## src/hdl/rlfe_pkg.sv

```systemverilog
`timescale 1ns / 1ps
`default_nettype none

package rlfe_pkg;

    // counter width of the fade
    localparam int STEP_BITS = 10;

    // colour channels handled side by side
    localparam int NUM_LANES = 3;

    // widths inside the per-channel interpolator
    localparam int PROD_W    = 8 + STEP_BITS;          // diff * step
    localparam int NUM_W     = PROD_W + 2;             // 2 * prod + total
    localparam int DEN_W     = STEP_BITS + 1;          // 2 * total
    localparam int DIV_CNT_W = $clog2(NUM_W);

    typedef logic [7:0]           colour_t;
    typedef colour_t [NUM_LANES-1:0] rgb_t;
    typedef logic [STEP_BITS-1:0] step_t;

    // action codes
    typedef enum logic [1:0] {
        ACT_START = 2'd0,
        ACT_TICK  = 2'd1,
        ACT_SET   = 2'd2,
        ACT_STOP  = 2'd3
    } action_t;

    // control from the sequencer to every lane
    typedef struct packed {
        logic  start;
        step_t step;
        step_t total;
    } lane_ctrl_t;

    // what one lane hands back
    typedef struct packed {
        logic    valid;
        colour_t value;
    } lane_stat_t;

endpackage

`default_nettype wire

```

## src/hdl/rlfe_lane.sv

```systemverilog
`timescale 1ns / 1ps
`default_nettype none

module rlfe_lane
    import rlfe_pkg::*;
(
    input  wire logic       aclk,
    input  wire logic       aresetn,
    input  wire lane_ctrl_t ctrl,
    input  wire colour_t    from_val,
    input  wire colour_t    to_val,
    output lane_stat_t      stat
);

    typedef enum logic [2:0] {
        L_IDLE = 3'b001,
        L_MUL  = 3'b010,
        L_DIV  = 3'b100
    } lane_state_t;

    lane_state_t            state_reg, state_next;
    logic                   valid_reg, valid_next;
    colour_t                value_reg, value_next;
    logic                   neg_reg, neg_next;
    colour_t                diff_reg, diff_next;
    colour_t                from_reg, from_next;
    step_t                  step_reg, step_next;
    logic [DEN_W-1:0]       den_reg, den_next;
    logic [NUM_W-1:0]       quot_reg, quot_next;
    logic [DEN_W-1:0]       rem_reg, rem_next;
    logic [DIV_CNT_W-1:0]   cnt_reg, cnt_next;

    logic [PROD_W-1:0]      prod;
    logic [DEN_W:0]         rem_shift;
    logic                   qbit;
    logic [NUM_W-1:0]       quot_fin;
    logic [NUM_W:0]         from_wide;
    logic [NUM_W:0]         q_wide;
    logic [NUM_W:0]         sum_wide;

    // channel difference times step
    always_comb begin
        prod = PROD_W'(diff_reg) * PROD_W'(step_reg);
    end

    // one restoring division step
    always_comb begin
        rem_shift = {rem_reg, quot_reg[NUM_W-1]};
        qbit      = (rem_shift >= {1'b0, den_reg});
    end

    // final quotient and the widened operands of the channel value
    always_comb begin
        quot_fin  = {quot_reg[NUM_W-2:0], qbit};
        from_wide = {{(NUM_W+1-8){1'b0}}, from_reg};
        q_wide    = {1'b0, quot_fin};
        sum_wide  = from_wide + q_wide;
    end

    always_comb begin
        state_next = state_reg;
        valid_next = valid_reg;
        value_next = value_reg;
        neg_next   = neg_reg;
        diff_next  = diff_reg;
        from_next  = from_reg;
        step_next  = step_reg;
        den_next   = den_reg;
        quot_next  = quot_reg;
        rem_next   = rem_reg;
        cnt_next   = cnt_reg;
        unique case (state_reg)
            L_IDLE: begin
                if (ctrl.start) begin
                    valid_next = 1'b0;
                    // zero step count lands on the target at once
                    if (ctrl.total == '0) begin
                        value_next = to_val;
                        valid_next = 1'b1;
                    end else begin
                        neg_next   = (to_val < from_val);
                        diff_next  = (to_val < from_val) ? (from_val - to_val)
                                                         : (to_val - from_val);
                        from_next  = from_val;
                        step_next  = ctrl.step;
                        den_next   = {ctrl.total, 1'b0};
                        state_next = L_MUL;
                    end
                end
            end
            L_MUL: begin
                state_next = L_DIV;
                cnt_next   = DIV_CNT_W'(NUM_W - 1);
                rem_next   = '0;
                // dividend 2 * prod + total, the added total gives the rounding
                quot_next  = NUM_W'({prod, 1'b0}) + NUM_W'(den_reg[DEN_W-1:1]);
            end
            L_DIV: begin
                rem_next  = qbit ? DEN_W'(rem_shift - {1'b0, den_reg})
                                 : rem_shift[DEN_W-1:0];
                quot_next = quot_fin;
                cnt_next  = cnt_reg - 1'b1;
                if (cnt_reg == '0) begin
                    if (neg_reg) begin
                        value_next = (q_wide > from_wide) ? 8'd0
                                                          : 8'(from_wide - q_wide);
                    end else begin
                        value_next = (sum_wide > (NUM_W+1)'(255)) ? 8'd255
                                                                  : sum_wide[7:0];
                    end
                    valid_next = 1'b1;
                    state_next = L_IDLE;
                end
            end
            default: begin
                state_next = L_IDLE;
            end
        endcase
    end

    always_ff @(posedge aclk) begin
        if (!aresetn) begin
            state_reg <= L_IDLE;
            valid_reg <= 1'b0;
        end else begin
            state_reg <= state_next;
            valid_reg <= valid_next;
        end
        value_reg <= value_next;
        neg_reg   <= neg_next;
        diff_reg  <= diff_next;
        from_reg  <= from_next;
        step_reg  <= step_next;
        den_reg   <= den_next;
        quot_reg  <= quot_next;
        rem_reg   <= rem_next;
        cnt_reg   <= cnt_next;
    end

    assign stat.valid = valid_reg;
    assign stat.value = value_reg;

endmodule

`default_nettype wire

```

## src/hdl/rgb_linear_fade_engine.sv

```systemverilog
`timescale 1ns / 1ps
`default_nettype none

// Three-channel RGB fader on a stream interface. Every input word yields exactly one output
// word with the colour after the word and the done and running flags. Start, set colour,
// stop and a tick while the fade is stopped are answered in the cycle after acceptance.
// A tick during a running fade starts three interpolator lanes, one per channel, each doing
// a multiply followed by a restoring divider that retires one quotient bit per cycle; the
// output word is registered once every lane has its value.
// A new input word is taken while the previous output word is being handed off.

module rgb_linear_fade_engine
    import rlfe_pkg::*;
(
    input  wire logic        aclk,
    input  wire logic        aresetn,
    input  wire logic        s_tvalid,
    output logic             s_tready,
    input  wire logic [39:0] s_tdata,   // red_in, green_in, blue_in, fade_length, zero pad
    input  wire logic [1:0]  s_tuser,   // action
    output logic             m_tvalid,
    input  wire logic        m_tready,
    output logic [31:0]      m_tdata    // red_out, green_out, blue_out, fade_done,
                                        // fade_running, zero pad
);

    typedef enum logic [1:0] {
        ST_IDLE = 2'b01,
        ST_BUSY = 2'b10
    } seq_state_t;

    seq_state_t   state_reg, state_next;
    rgb_t         current_reg, current_next;
    rgb_t         start_reg, start_next;
    rgb_t         target_reg, target_next;
    step_t        count_reg, count_next;
    step_t        total_reg, total_next;
    logic         running_reg, running_next;
    logic         m_valid_reg, m_valid_next;
    logic [31:0]  m_data_reg, m_data_next;

    lane_ctrl_t   lane_ctrl;
    lane_stat_t   lane_stat [NUM_LANES];
    logic         lanes_valid;
    rgb_t         in_rgb;
    action_t      in_action;
    logic         accept;
    logic         load_out;

    assign s_tready  = (state_reg == ST_IDLE) && (!m_valid_reg || m_tready);
    assign accept    = s_tvalid && s_tready;
    assign in_rgb    = {s_tdata[23:16], s_tdata[15:8], s_tdata[7:0]};
    assign in_action = action_t'(s_tuser);

    // one interpolator per colour channel
    for (genvar i = 0; i < NUM_LANES; i++) begin : g_lane
        rlfe_lane u_lane (
            .aclk     (aclk),
            .aresetn  (aresetn),
            .ctrl     (lane_ctrl),
            .from_val (start_reg[i]),
            .to_val   (target_reg[i]),
            .stat     (lane_stat[i])
        );
    end

    // merge the lane results
    always_comb begin
        lanes_valid = 1'b1;
        for (int i = 0; i < NUM_LANES; i++) begin
            lanes_valid = lanes_valid & lane_stat[i].valid;
        end
    end

    // sequencer and fade state
    always_comb begin
        state_next      = state_reg;
        current_next    = current_reg;
        start_next      = start_reg;
        target_next     = target_reg;
        count_next      = count_reg;
        total_next      = total_reg;
        running_next    = running_reg;
        load_out        = 1'b0;
        lane_ctrl.start = 1'b0;
        lane_ctrl.step  = count_reg;
        lane_ctrl.total = total_reg;
        if (accept) begin
            unique case (in_action)
                ACT_START: begin
                    target_next  = in_rgb;
                    start_next   = current_reg;
                    total_next   = STEP_BITS'(s_tdata[33:24]);
                    count_next   = '0;
                    running_next = 1'b1;
                    load_out     = 1'b1;
                end
                ACT_TICK: begin
                    if (running_reg) begin
                        lane_ctrl.start = 1'b1;
                        state_next      = ST_BUSY;
                    end else begin
                        load_out = 1'b1;
                    end
                end
                ACT_SET: begin
                    current_next = in_rgb;
                    load_out     = 1'b1;
                end
                ACT_STOP: begin
                    running_next = 1'b0;
                    load_out     = 1'b1;
                end
                default: begin
                    load_out = 1'b1;
                end
            endcase
        end
        // tick completes once every lane has its value
        if (state_reg == ST_BUSY && lanes_valid) begin
            for (int i = 0; i < NUM_LANES; i++) begin
                current_next[i] = lane_stat[i].value;
            end
            if (count_reg < total_reg) begin
                count_next = count_reg + 1'b1;
            end else begin
                running_next = 1'b0;
                start_next   = target_reg;
            end
            state_next = ST_IDLE;
            load_out   = 1'b1;
        end
    end

    // output word register
    always_comb begin
        m_valid_next = m_valid_reg;
        m_data_next  = m_data_reg;
        if (load_out) begin
            m_valid_next = 1'b1;
            m_data_next  = {6'd0, running_next, (count_next == total_next),
                            current_next[2], current_next[1], current_next[0]};
        end else if (m_tready) begin
            m_valid_next = 1'b0;
        end
    end

    always_ff @(posedge aclk) begin
        if (!aresetn) begin
            state_reg   <= ST_IDLE;
            current_reg <= '0;
            start_reg   <= '0;
            target_reg  <= '0;
            count_reg   <= '0;
            total_reg   <= '0;
            running_reg <= 1'b0;
            m_valid_reg <= 1'b0;
        end else begin
            state_reg   <= state_next;
            current_reg <= current_next;
            start_reg   <= start_next;
            target_reg  <= target_next;
            count_reg   <= count_next;
            total_reg   <= total_next;
            running_reg <= running_next;
            m_valid_reg <= m_valid_next;
        end
        m_data_reg <= m_data_next;
    end

    assign m_tvalid = m_valid_reg;
    assign m_tdata  = m_data_reg;

endmodule

`default_nettype wire
```

## config.mk

```make
export PLATFORM = sky130hd
export DESIGN_NAME = rgb_linear_fade_engine
export DESIGN_NICKNAME = d
export VERILOG_FILES = /design/src/hdl/rlfe_pkg.sv /design/src/hdl/rlfe_lane.sv /design/src/hdl/rgb_linear_fade_engine.sv
export SDC_FILE = /design/constraint.sdc
export NUM_CORES = 1
export LEC_CHECK = 0
export BUFFER_PORTS_ARGS = -buffer_cell sky130_fd_sc_hd__buf_4
export CORE_MARGIN = 2
export CORE_UTILIZATION = 35
export DETAILED_ROUTE_END_ITERATION = 10
export SETUP_SLACK_MARGIN = 0.05
export SYNTH_ARGS = -nofsm -noshare
export SYNTH_HDL_FRONTEND = slang
export SYNTH_HIERARCHICAL = 1
export SYNTH_SLANG_ARGS = --single-unit
```

## constraint.sdc

```tcl
create_clock -name aclk -period 7.5 [get_ports aclk]
set_input_delay 0 -clock aclk [delete_from_list [all_inputs] [get_ports aclk]]
set_output_delay 0 -clock aclk [all_outputs]
set_load 0.01 [all_outputs]
```

# Word level (Yosys, flattened, before mapping)

Cells that the tools add are included.

Register bits: 377
Bits in read-only memories: 0
Memory bits (writable): 0
Memories kept: 0
Bits in latches: 0

Shifts and indexed selects: 0
Order comparisons: 13
Multiplexer cells: 78
Add/sub/neg operators: 22
Multiply operators: 3
Bitwise operators: 4
Divide/modulo/power cells: 0
Equality and inequality tests: 27
Reductions and logical operators: 33

Operators with widths:

| kind                                                 | number |
|---|---|
| 2-to-1 mux 24 bit                                    | 7 |
| 2-to-1 mux 8 bit                                     | 21 |
| case mux 20 bit (2 select lines)                     | 3 |
| subtractor 8 bit                                     | 9 |
| case mux 11 bit (2 select lines)                     | 3 |
| adder 8 x 20 -> 21 bit                               | 3 |
| > comparator 21 x 8 -> 1 bit (second input constant) | 3 |
| adder 19 x 10 -> 20 bit                              | 3 |
| > comparator 20 x 8 -> 1 bit                         | 3 |
| 2-to-1 mux 10 bit                                    | 6 |
| multiplier 8 x 10 -> 18 bit                          | 3 |
| case mux 8 bit (2 select lines)                      | 3 |
| >= comparator 12 x 11 -> 1 bit                       | 3 |
| 2-to-1 mux 11 bit                                    | 3 |
| subtractor 11 bit                                    | 3 |
| case mux 5 bit (2 select lines)                      | 3 |
| AND reduction 3 bit                                  | 10 |
| case mux 3 bit (3 select lines)                      | 3 |
| < comparator 8 bit                                   | 3 |
| 2-to-1 mux 1 bit                                     | 16 |
| logical NOT 5 bit                                    | 3 |
| 2-to-1 mux 3 bit                                     | 5 |
| subtractor 5 x 1 -> 5 bit (second input constant)    | 3 |
| != test 2 bit (second input constant)                | 7 |
| 22 further kinds                                     | 51 |

# Longest topological paths before layout

Gate-level depths: netlist of run 1.

Word-level depth: 8
Gate-level depth with buffers: 22
Depth with buffers taken out: 22

# Cells and area by module

Netlist of run 1, hierarchy kept.

By module, submodules not included:

| module                       | instances | sequential area each (um^2) | area an instance (um^2) | cells an instance |
|---|---|---|---|---|
| rlfe_lane (g_lane[2].u_lane) | 1         | 2512.4                      | 8928.6                  | 974 |
| rlfe_lane (g_lane[1].u_lane) | 1         | 2512.4                      | 8831.0                  | 951 |
| rlfe_lane (g_lane[0].u_lane) | 1         | 2512.4                      | 8684.6                  | 917 |
| rgb_linear_fade_engine       | 1         | 2702.6                      | 5913.2                  | 656 |

# Least setup slack after synthesis of run 1

OpenSTA, ideal clock, no wires.

Path type: reg2reg
From: register g_lane[0].u_lane.diff_reg[7]
To: register g_lane[0].u_lane.quot_reg[17], data pin
Required time: 7.240 ns
Cell stages (with the launch flop): 22
Clock period less this slack: 5.702 ns
Arrival: 5.441 ns
Path buffers: 1
Setup slack: 1.798 ns
Path through: edfxtp_1 > clkbuf_1 > nand2_1 > fa_1 > fa_1 > inv_1 > fa_1 > inv_1 > fa_1 > inv_1 > ha_1 > a21o_1 > a31o_1 > nor2_1 > xnor2_1 > ha_1 > nor2_1 > a2111oi_4 > nand3_1 > a2111oi_2 > xnor2_1 > mux2_4

Word-level cells in the longest chain between the ends: 3

RTL lines:

| element                            | line             | source |
|---|---|---|
| from (decl)                        | rlfe_lane.sv:25  | `colour_t diff_reg, diff_next;` |
| from (signal assigned)             | rlfe_lane.sv:131 | `diff_reg <= diff_next;` |
| multiplier 8 x 10 -> 18 bit        | rlfe_lane.sv:43  | `prod = PROD_W'(diff_reg) * PROD_W'(step_reg);` |
| adder 19 x 10 -> 20 bit            | rlfe_lane.sv:96  | `quot_next = NUM_W'({prod, 1'b0}) + NUM_W'(den_reg[DEN_W-1:1]);` |
| case mux 20 bit (2 select lines)   | rlfe_lane.sv:72  | `unique case (state_reg)` |
| net g_lane[0].u_lane.quot_next[17] | rlfe_lane.sv:29  | `logic [NUM_W-1:0] quot_reg, quot_next;` |
| to (signal assigned)               | rlfe_lane.sv:135 | `quot_reg <= quot_next;` |
| to (decl)                          | rlfe_lane.sv:29  |  |

The timed path passes the listed nets, and every way through them passes these cells.
A chain may end at the register's enable or synchronous reset.

# Worst setup path after layout of run 1

Same ends and word-level chain as after synthesis.

==> results of run 1 <==
synth_stat cells (21+ instances only):
master,number
nand2_1,340
and2_1,242
nand2b_1,29
and3_1,29
or3_1,23
o211ai_1,31
ha_1,301
nand3_1,83
mux2i_1,54
clkbuf_1,75
inv_1,429
a21o_1,29
o31ai_1,22
a31oi_1,29
nor2_1,190
nand4_1,27
buf_2,21
xnor2_1,95
o21a_1,24
nor2b_1,44
a21oi_1,137
a211oi_1,22
o21ai_0,185
nor3_1,66
dfxtp_1,108
edfxtp_1,269
fa_1,162
xor2_1,56
o211a_1,33
nor4_1,23
a21boi_0,41
stage by stage:
step | util [%] | instances | area (um2)
finish | 39.5 | 4799 | 36200
global route | 39.5 | 4798 | 36200
CTS | 39.5 | 4796 | 36200
detailed placement | 37.2 | 4659 | 34100
global placement | 37.2 | 4659 | 34100
floorplan | - | 3503 | 32400
layout make-up:
cell class	instances	area (um2)	share of cell area, %
Clock buffer	65	1380	3.81
Sequential cell	377	10200	28.3
Tap cell	1186	1480	4.10
Antenna cell	3	7.51	0.0207
Inverter	431	1620	4.47
Clock inverter	18	198	0.546
Timing Repair Buffer	144	1220	3.36
Multi-Input combinational cell	2575	20100	55.4
critical path: cells and delay by family, from the launching register on:
kind	cells	cell delay, ns
DFF	1	0.54
xor gates and xnor gates	2	0.20
AOI/OAI and AO/OA	4	1.23
muxes	1	0.26
and+or+nand+nor	4	0.61
buffers and inverters	3	0.16
adders and majority gates	6	2.82
path summary, 6_finish.rpt:
kind | from | endpoint | slack, ns | cells past startpoint
worst max-delay path | g_lane[0].u_lane/diff_reg[7]$_DFFE_PP_ | g_lane[0].u_lane/quot_reg[17]$_DFFE_PP_ | 1.43 | 20
worst max register to register | g_lane[0].u_lane/diff_reg[7]$_DFFE_PP_ | g_lane[0].u_lane/quot_reg[17]$_DFFE_PP_ | 1.43 | 20
worst min register to register | start_reg[15]$_SDFF_PN0_ | g_lane[1].u_lane/from_reg[7]$_DFFE_PP_ | 0.46 | 0
worst min-delay path | s_tvalid | state_reg[0]$_SDFFE_PP1P_ | 0.09 | 5
repair_timing:
action                     CTS  global route
hold endpoints to repair    98             0
hold buffers                54             0
setup buffers                0             0
setup endpoints to repair    0             0
power by group through the flow:
stage	Sequential [mW]	Combinational (mW)	Clock (mW)
2_1_floorplan	2.32	0.381	0
3_3_place_gp	2.33	0.544	0
3_5_place_dp	2.33	0.547	0
4_1_cts	2.28	0.575	2.39
5_1_grt	2.29	0.635	2.46
6_report	2.28	0.570	2.31
metal layers:
layer	vias to the layer above	global-route usage [%]
met5	-	0
met4	4	3.82
met3	91	2.74
met2	526	27.0
met1	11900	24.6
li1	12300	-
cell families (layout without fill, tap and decap cells):
logic type                 count (synthesis)  after routing  share of synthesized area, %
AOI/OAI and AO/OA                        708            708                          15.0
buffers and inverters                    551            658                          6.63
and+or+nand+nor                         1180           1180                          18.8
xor gates and xnor gates                 152            152                          4.14
adders and majority gates                463            463                          21.7
DFF                                      377            377                          31.6
muxes                                     66             66                          2.11
other                                      1              9                        0.0116
==> results.yml, run 1 <==
grt:
  antenna_found_initial: 8
  grt_pass1_vias: 24100
  grt_overflow: 0
  grt_pass1_wl_um: 131000
  grt.total_usage_pct: 17.1
  grt_max_degree: 60
worst_setup_path:
  cp.arrival_ns: 6.42
  cp_max_fo: 10
  cp_cell_sequence: "nand2_1 > fa_1 > fa_1 > inv_1 > fa_1 > inv_1 > fa_1 > inv_1 > ha_1 > a21o_1 > a31o_1 > nor2_1 > xnor2_1 > ha_1 > nor2_1 > a2111oi_4 > nand3_1 > a2111oi_2 > xnor2_1 > mux2_4"
  slowest_stage: "fa_1"
  crit_top_cell: "fa_1"
  worst-setup-path-type: "register to register"
  endpoint_kind: "register"
  start_kind: "register"
  worstPathRequired_ns: 7.85
  critPathMaxStageDelay_ns: 0.55
drt:
  wl_um: 80600
  routed.top_layer: "met5"
  via_per_inst: 5.16
  ant_nets: 0
  wl_met1_um: 39400
  wl_per_cell_um: 16.8
  first_pass_iters: 7
  wl_met3_um: 4130
  vias: 24700
  post-route-drc-count: 0
  met2_length_um: 35600
  drt_iter0_drc: 1452
final_layout:
  fin_nets: 4083
  fill_cells: 9109
  layout-drive-gt1-share_pct: 6.76
  layout_commonest_cell: "inv_1"
  final_cell_mix: "429 x inv_1, 340 x nand2_1, 301 x ha_1"
  largest_reg_flops: 60
  area_delta_synth_final_pct: 11.9
synthesis:
  netlist-cell-type-count: 115
  syn_inst: 3498
  syn_area_per_cell_um2: 9.25
  ys.flop_type: "edfxtp_1"
  synthArstFlopShare_pct: 0
  synth_edf_count: 269
  yosys.area.top_type: "edfxtp_1"
  yosys.area.top_type_share_pct: 25.0
  ys_warn_count: 6
  netlist_area_mm2: 0.0324
  synthTopCellsByArea: "edfxtp_1 25%, ha_1 12%, fa_1 10%, dfxtp_1 6.7%, inv_1 5.0%"
  synth.ff_latch_count: 377
  ys_seq_area_share_pct: 31.6
run_status:
  run_status: "complete, no violations"
placement:
  dp_hpwl_um: 60400
  port_buffers: 67
  pre_cts_slack_ns: 1.43
  gp_congestion: 0.875
clock_network:
  clockBufferDepth: 3
  cts_buffers: 45
  cts_tree: "done"
  ctsResizeCount: 0
  cts.clk_slew.worst_paths_ns: 0.06
  htreeDepth: 2
  root_buffer: "clkbuf_16"
  clk_latency_ns: 0.59
  cts.sinks: 377
pwr:
  p_int_mw: 3.86
  totalPowerFinal_mw: 5.16
  power_frac_clock_pct: 44.7
  powerDensity_mw_per_mm2: 143
  power_frac_comb_pct: 11.0
  p_sw_mw: 1.31
  swShare_pct: 25.3
  p_leak_nw: 15.4
  ir_drop_mv: 0.178
  seqPwrFrac_pct: 44.2
die:
  initial_core_util_pct: 35.3
  io_pins: 80
  rows: 111
  core_mm2: 0.0917
  die_y_um: 308
  die_w_um: 308
  dieArea_mm2: 0.0949
sta:
  max-slew-margin-rel_pct: 22.0
  period_share_pct: 80.9
  final_max_slew_viol_count: 0
  rsz0062_at_grt: "no"
  min_period_ns: 6.07
  worst_pin_slew_ns: 1.15
  holdWs_ns: 0.0883
  clock.fmax_mhz: 165
  hold_viol: 0
  finalSetupTns_ns: 0
  worst_slack_ns: 1.43
  clock_skew_ns: 0.0367
  setup_viol: 0
job:
  maxCapViolCount: 0
hold_path:
  hp-class: "input pin to register"
Power figures use the tool's default switching activity.
==> inputs of run 2 (changes only) <==
==> constraint.sdc (replaced) <==
create_clock -name aclk -period 5.68 [get_ports aclk]
set_input_delay 0 -clock aclk [delete_from_list [all_inputs] [get_ports aclk]]
set_output_delay 0 -clock aclk [all_outputs]
set_load 0.01 [all_outputs]
==> results.yml, run 2 (synthesis results as in run 1) <==
run_status:
  run_status: "complete, no violations"
clock_network:
  root_buffer: "clkbuf_16"
  cts_buffers: 45
  clk_latency_ns: 0.60
  cts.sinks: 377
  cts_tree: "done"
  cts.clk_slew.worst_paths_ns: 0.06
  htreeDepth: 2
  clockBufferDepth: 3
worst_setup_path:
  crit_top_cell: "fa_1"
  cp_cell_sequence: "and2_4 > fa_1 > fa_1 > fa_1 > inv_2 > fa_1 > inv_2 > ha_4 > a21o_1 > a31o_1 > nor2_2 > xnor2_1 > ha_2 > nor2_2 > a2111oi_4 > nand3_2 > a2111oi_4 > xnor2_1 > mux2_4"
  worst-setup-path-type: "register to register"
  cp_top_family: "adder cells"
  cp_max_fo: 5
  cp.arrival_ns: 5.86
  reg2reg_depth: 19
  start_kind: "register"
  timing.critical_path.buf_inv: 2
  endpoint_kind: "register"
  r2r-start: "g_lane[0].u_lane/diff_reg[4]$_DFFE_PP_"
  critPathMaxStageDelay_ns: 0.58
  slowest_stage: "fa_1"
  worstPathRequired_ns: 6.03
  r2r_end: "g_lane[0].u_lane/quot_reg[17]$_DFFE_PP_"
  rrSetupSlack_ns: 0.18
job:
  maxCapViolCount: 0
hold_path:
  hold_path_end: "state_reg[0]$_SDFFE_PP1P_"
  min-delay-start: "s_tvalid"
  hold-path-cell-count: 5
  hp-class: "input pin to register"
drt:
  drt_iter0_drc: 1576
  wl_met3_um: 4230
  vias: 25200
  ant_nets: 0
  wl_met1_um: 40300
  post-route-drc-count: 0
  met2_length_um: 37200
  wl_um: 83400
  wl_per_cell_um: 17.1
  via_per_inst: 5.16
  first_pass_iters: 8
  routed.top_layer: "met5"
sta:
  period_share_pct: 96.9
  finalSetupTns_ns: 0
  setup_viol: 0
  clock_skew_ns: 0.0486
  final_max_slew_viol_count: 0
  clock.fmax_mhz: 182
  rsz0062_at_grt: "yes"
  min_period_ns: 5.50
  worst_pin_slew_ns: 1.12
  hold_viol: 0
  max-slew-margin-rel_pct: 25.2
final_layout:
  fin_nets: 4164
  final_util_pct: 40.5
  fin_cells: 4881
  area_delta_synth_final_pct: 14.8
  largest_reg_flops: 60
  final_cell_mix: "427 x inv_1, 337 x nand2_1, 291 x ha_1"
  layout_commonest_cell: "inv_1"
  fill_cells: 9109
  layout-drive-gt1-share_pct: 10.1
grt:
  grt_max_degree: 57
  grt.total_usage_pct: 17.5
  grt_pass1_vias: 24500
  grt_pass1_wl_um: 134000
  grt_overflow: 0
  antenna_found_initial: 9
die:
  initial_core_util_pct: 35.3
  io_pins: 80
  core_mm2: 0.0917
  rows: 111
  dieArea_mm2: 0.0949
  die_y_um: 308
  die_w_um: 308
placement:
  gp_congestion: 0.875
  port_buffers: 67
  dp_hpwl_um: 62600
  placed_cells: 4709
pwr:
  p_leak_nw: 15.9
  seqPwrFrac_pct: 43.9
  swShare_pct: 25.5
  power_frac_clock_pct: 44.4
  p_int_mw: 5.12
  p_sw_mw: 1.75
  ir_drop_mv: 0.212
  powerDensity_mw_per_mm2: 185
  power_frac_comb_pct: 11.8
run 2: how the worst max path moves through the flow:
stage,startpoint,endpoint,cells after the start
2_1_floorplan,g_lane[0].u_lane/diff_reg[7]$_DFFE_PP_,g_lane[0].u_lane/quot_reg[17]$_DFFE_PP_,21
3_3_place_gp,g_lane[0].u_lane/diff_reg[6]$_DFFE_PP_,g_lane[0].u_lane/quot_reg[17]$_DFFE_PP_,20
3_5_place_dp,g_lane[0].u_lane/diff_reg[6]$_DFFE_PP_,g_lane[0].u_lane/quot_reg[17]$_DFFE_PP_,20
4_1_cts,g_lane[0].u_lane/step_reg[3]$_DFFE_PP_,g_lane[0].u_lane/quot_reg[17]$_DFFE_PP_,20
5_1_grt,g_lane[0].u_lane/diff_reg[2]$_DFFE_PP_,g_lane[0].u_lane/quot_reg[17]$_DFFE_PP_,20
6_report,g_lane[0].u_lane/diff_reg[4]$_DFFE_PP_,g_lane[0].u_lane/quot_reg[17]$_DFFE_PP_,19
run 2: area by class of cell:
cell class                 count  area [um2]  area share (%)
timing repair buffer         225        1840            4.96
sequential                   377       10200            27.6
antenna                        3        7.51          0.0202
inverter                     431        1620            4.36
clock inverter                20         269           0.724
clock buffer                  64        1290            3.47
multi-input combinational   2575       20400            54.9
tap                         1186        1480            4.00
run 2: power by group through the flow:
stage | clock network (mW) | logic [mW] | registers, mW
finish | 3.05 | 0.808 | 3.02
global route | 3.23 | 0.895 | 3.02
CTS | 3.13 | 0.773 | 3.02
detailed placement | 0 | 0.738 | 3.07
global placement | 0 | 0.732 | 3.07
floorplan | 0 | 0.502 | 3.07
run 2: tightest hold or removal path: stages:
cell and delay, ns:
buf_4 0.13, nand2_1 0.09, nor2_1 0.06, buf_4 0.19, o211ai_1 0.16
run 2: layer usage:
| layer | vias up | GRT usage [%] |
|---|---|---|
| li1 | 12400 | - |
| met1 | 12100 | 25.3 |
| met2 | 497 | 27.6 |
| met3 | 97 | 2.52 |
| met4 | 10 | 3.89 |
| met5 | - | 0 |
run 2: what timing repair did:
action / in CTS / in global routing
buffers inserted: 2 / 31
endpoints found under the hold margin: 100 / 0
pin swaps: 0 / 38
endpoints found under the setup margin: 2 / 21
hold buffers: 52 / 0
resized for setup: 1 / 64
run 2: stage by stage:
step / worst slack (ns) / power (mW) / hold slack (ns) / instance area (um2)
4_1_cts: 0.0397 / 6.92 / 0.0568 / 36600
6_report: 0.178 / 6.87 / 0.0928 / 37100
5_1_grt: -0.0514 / 7.14 / 0.118 / 37100
3_5_place_dp: -0.0250 / 3.81 / 0.285 / 34500
2_1_floorplan: 0.0647 / 3.57 / 0.0889 / 32400
3_3_place_gp: -0.0408 / 3.81 / 0.274 / 34500
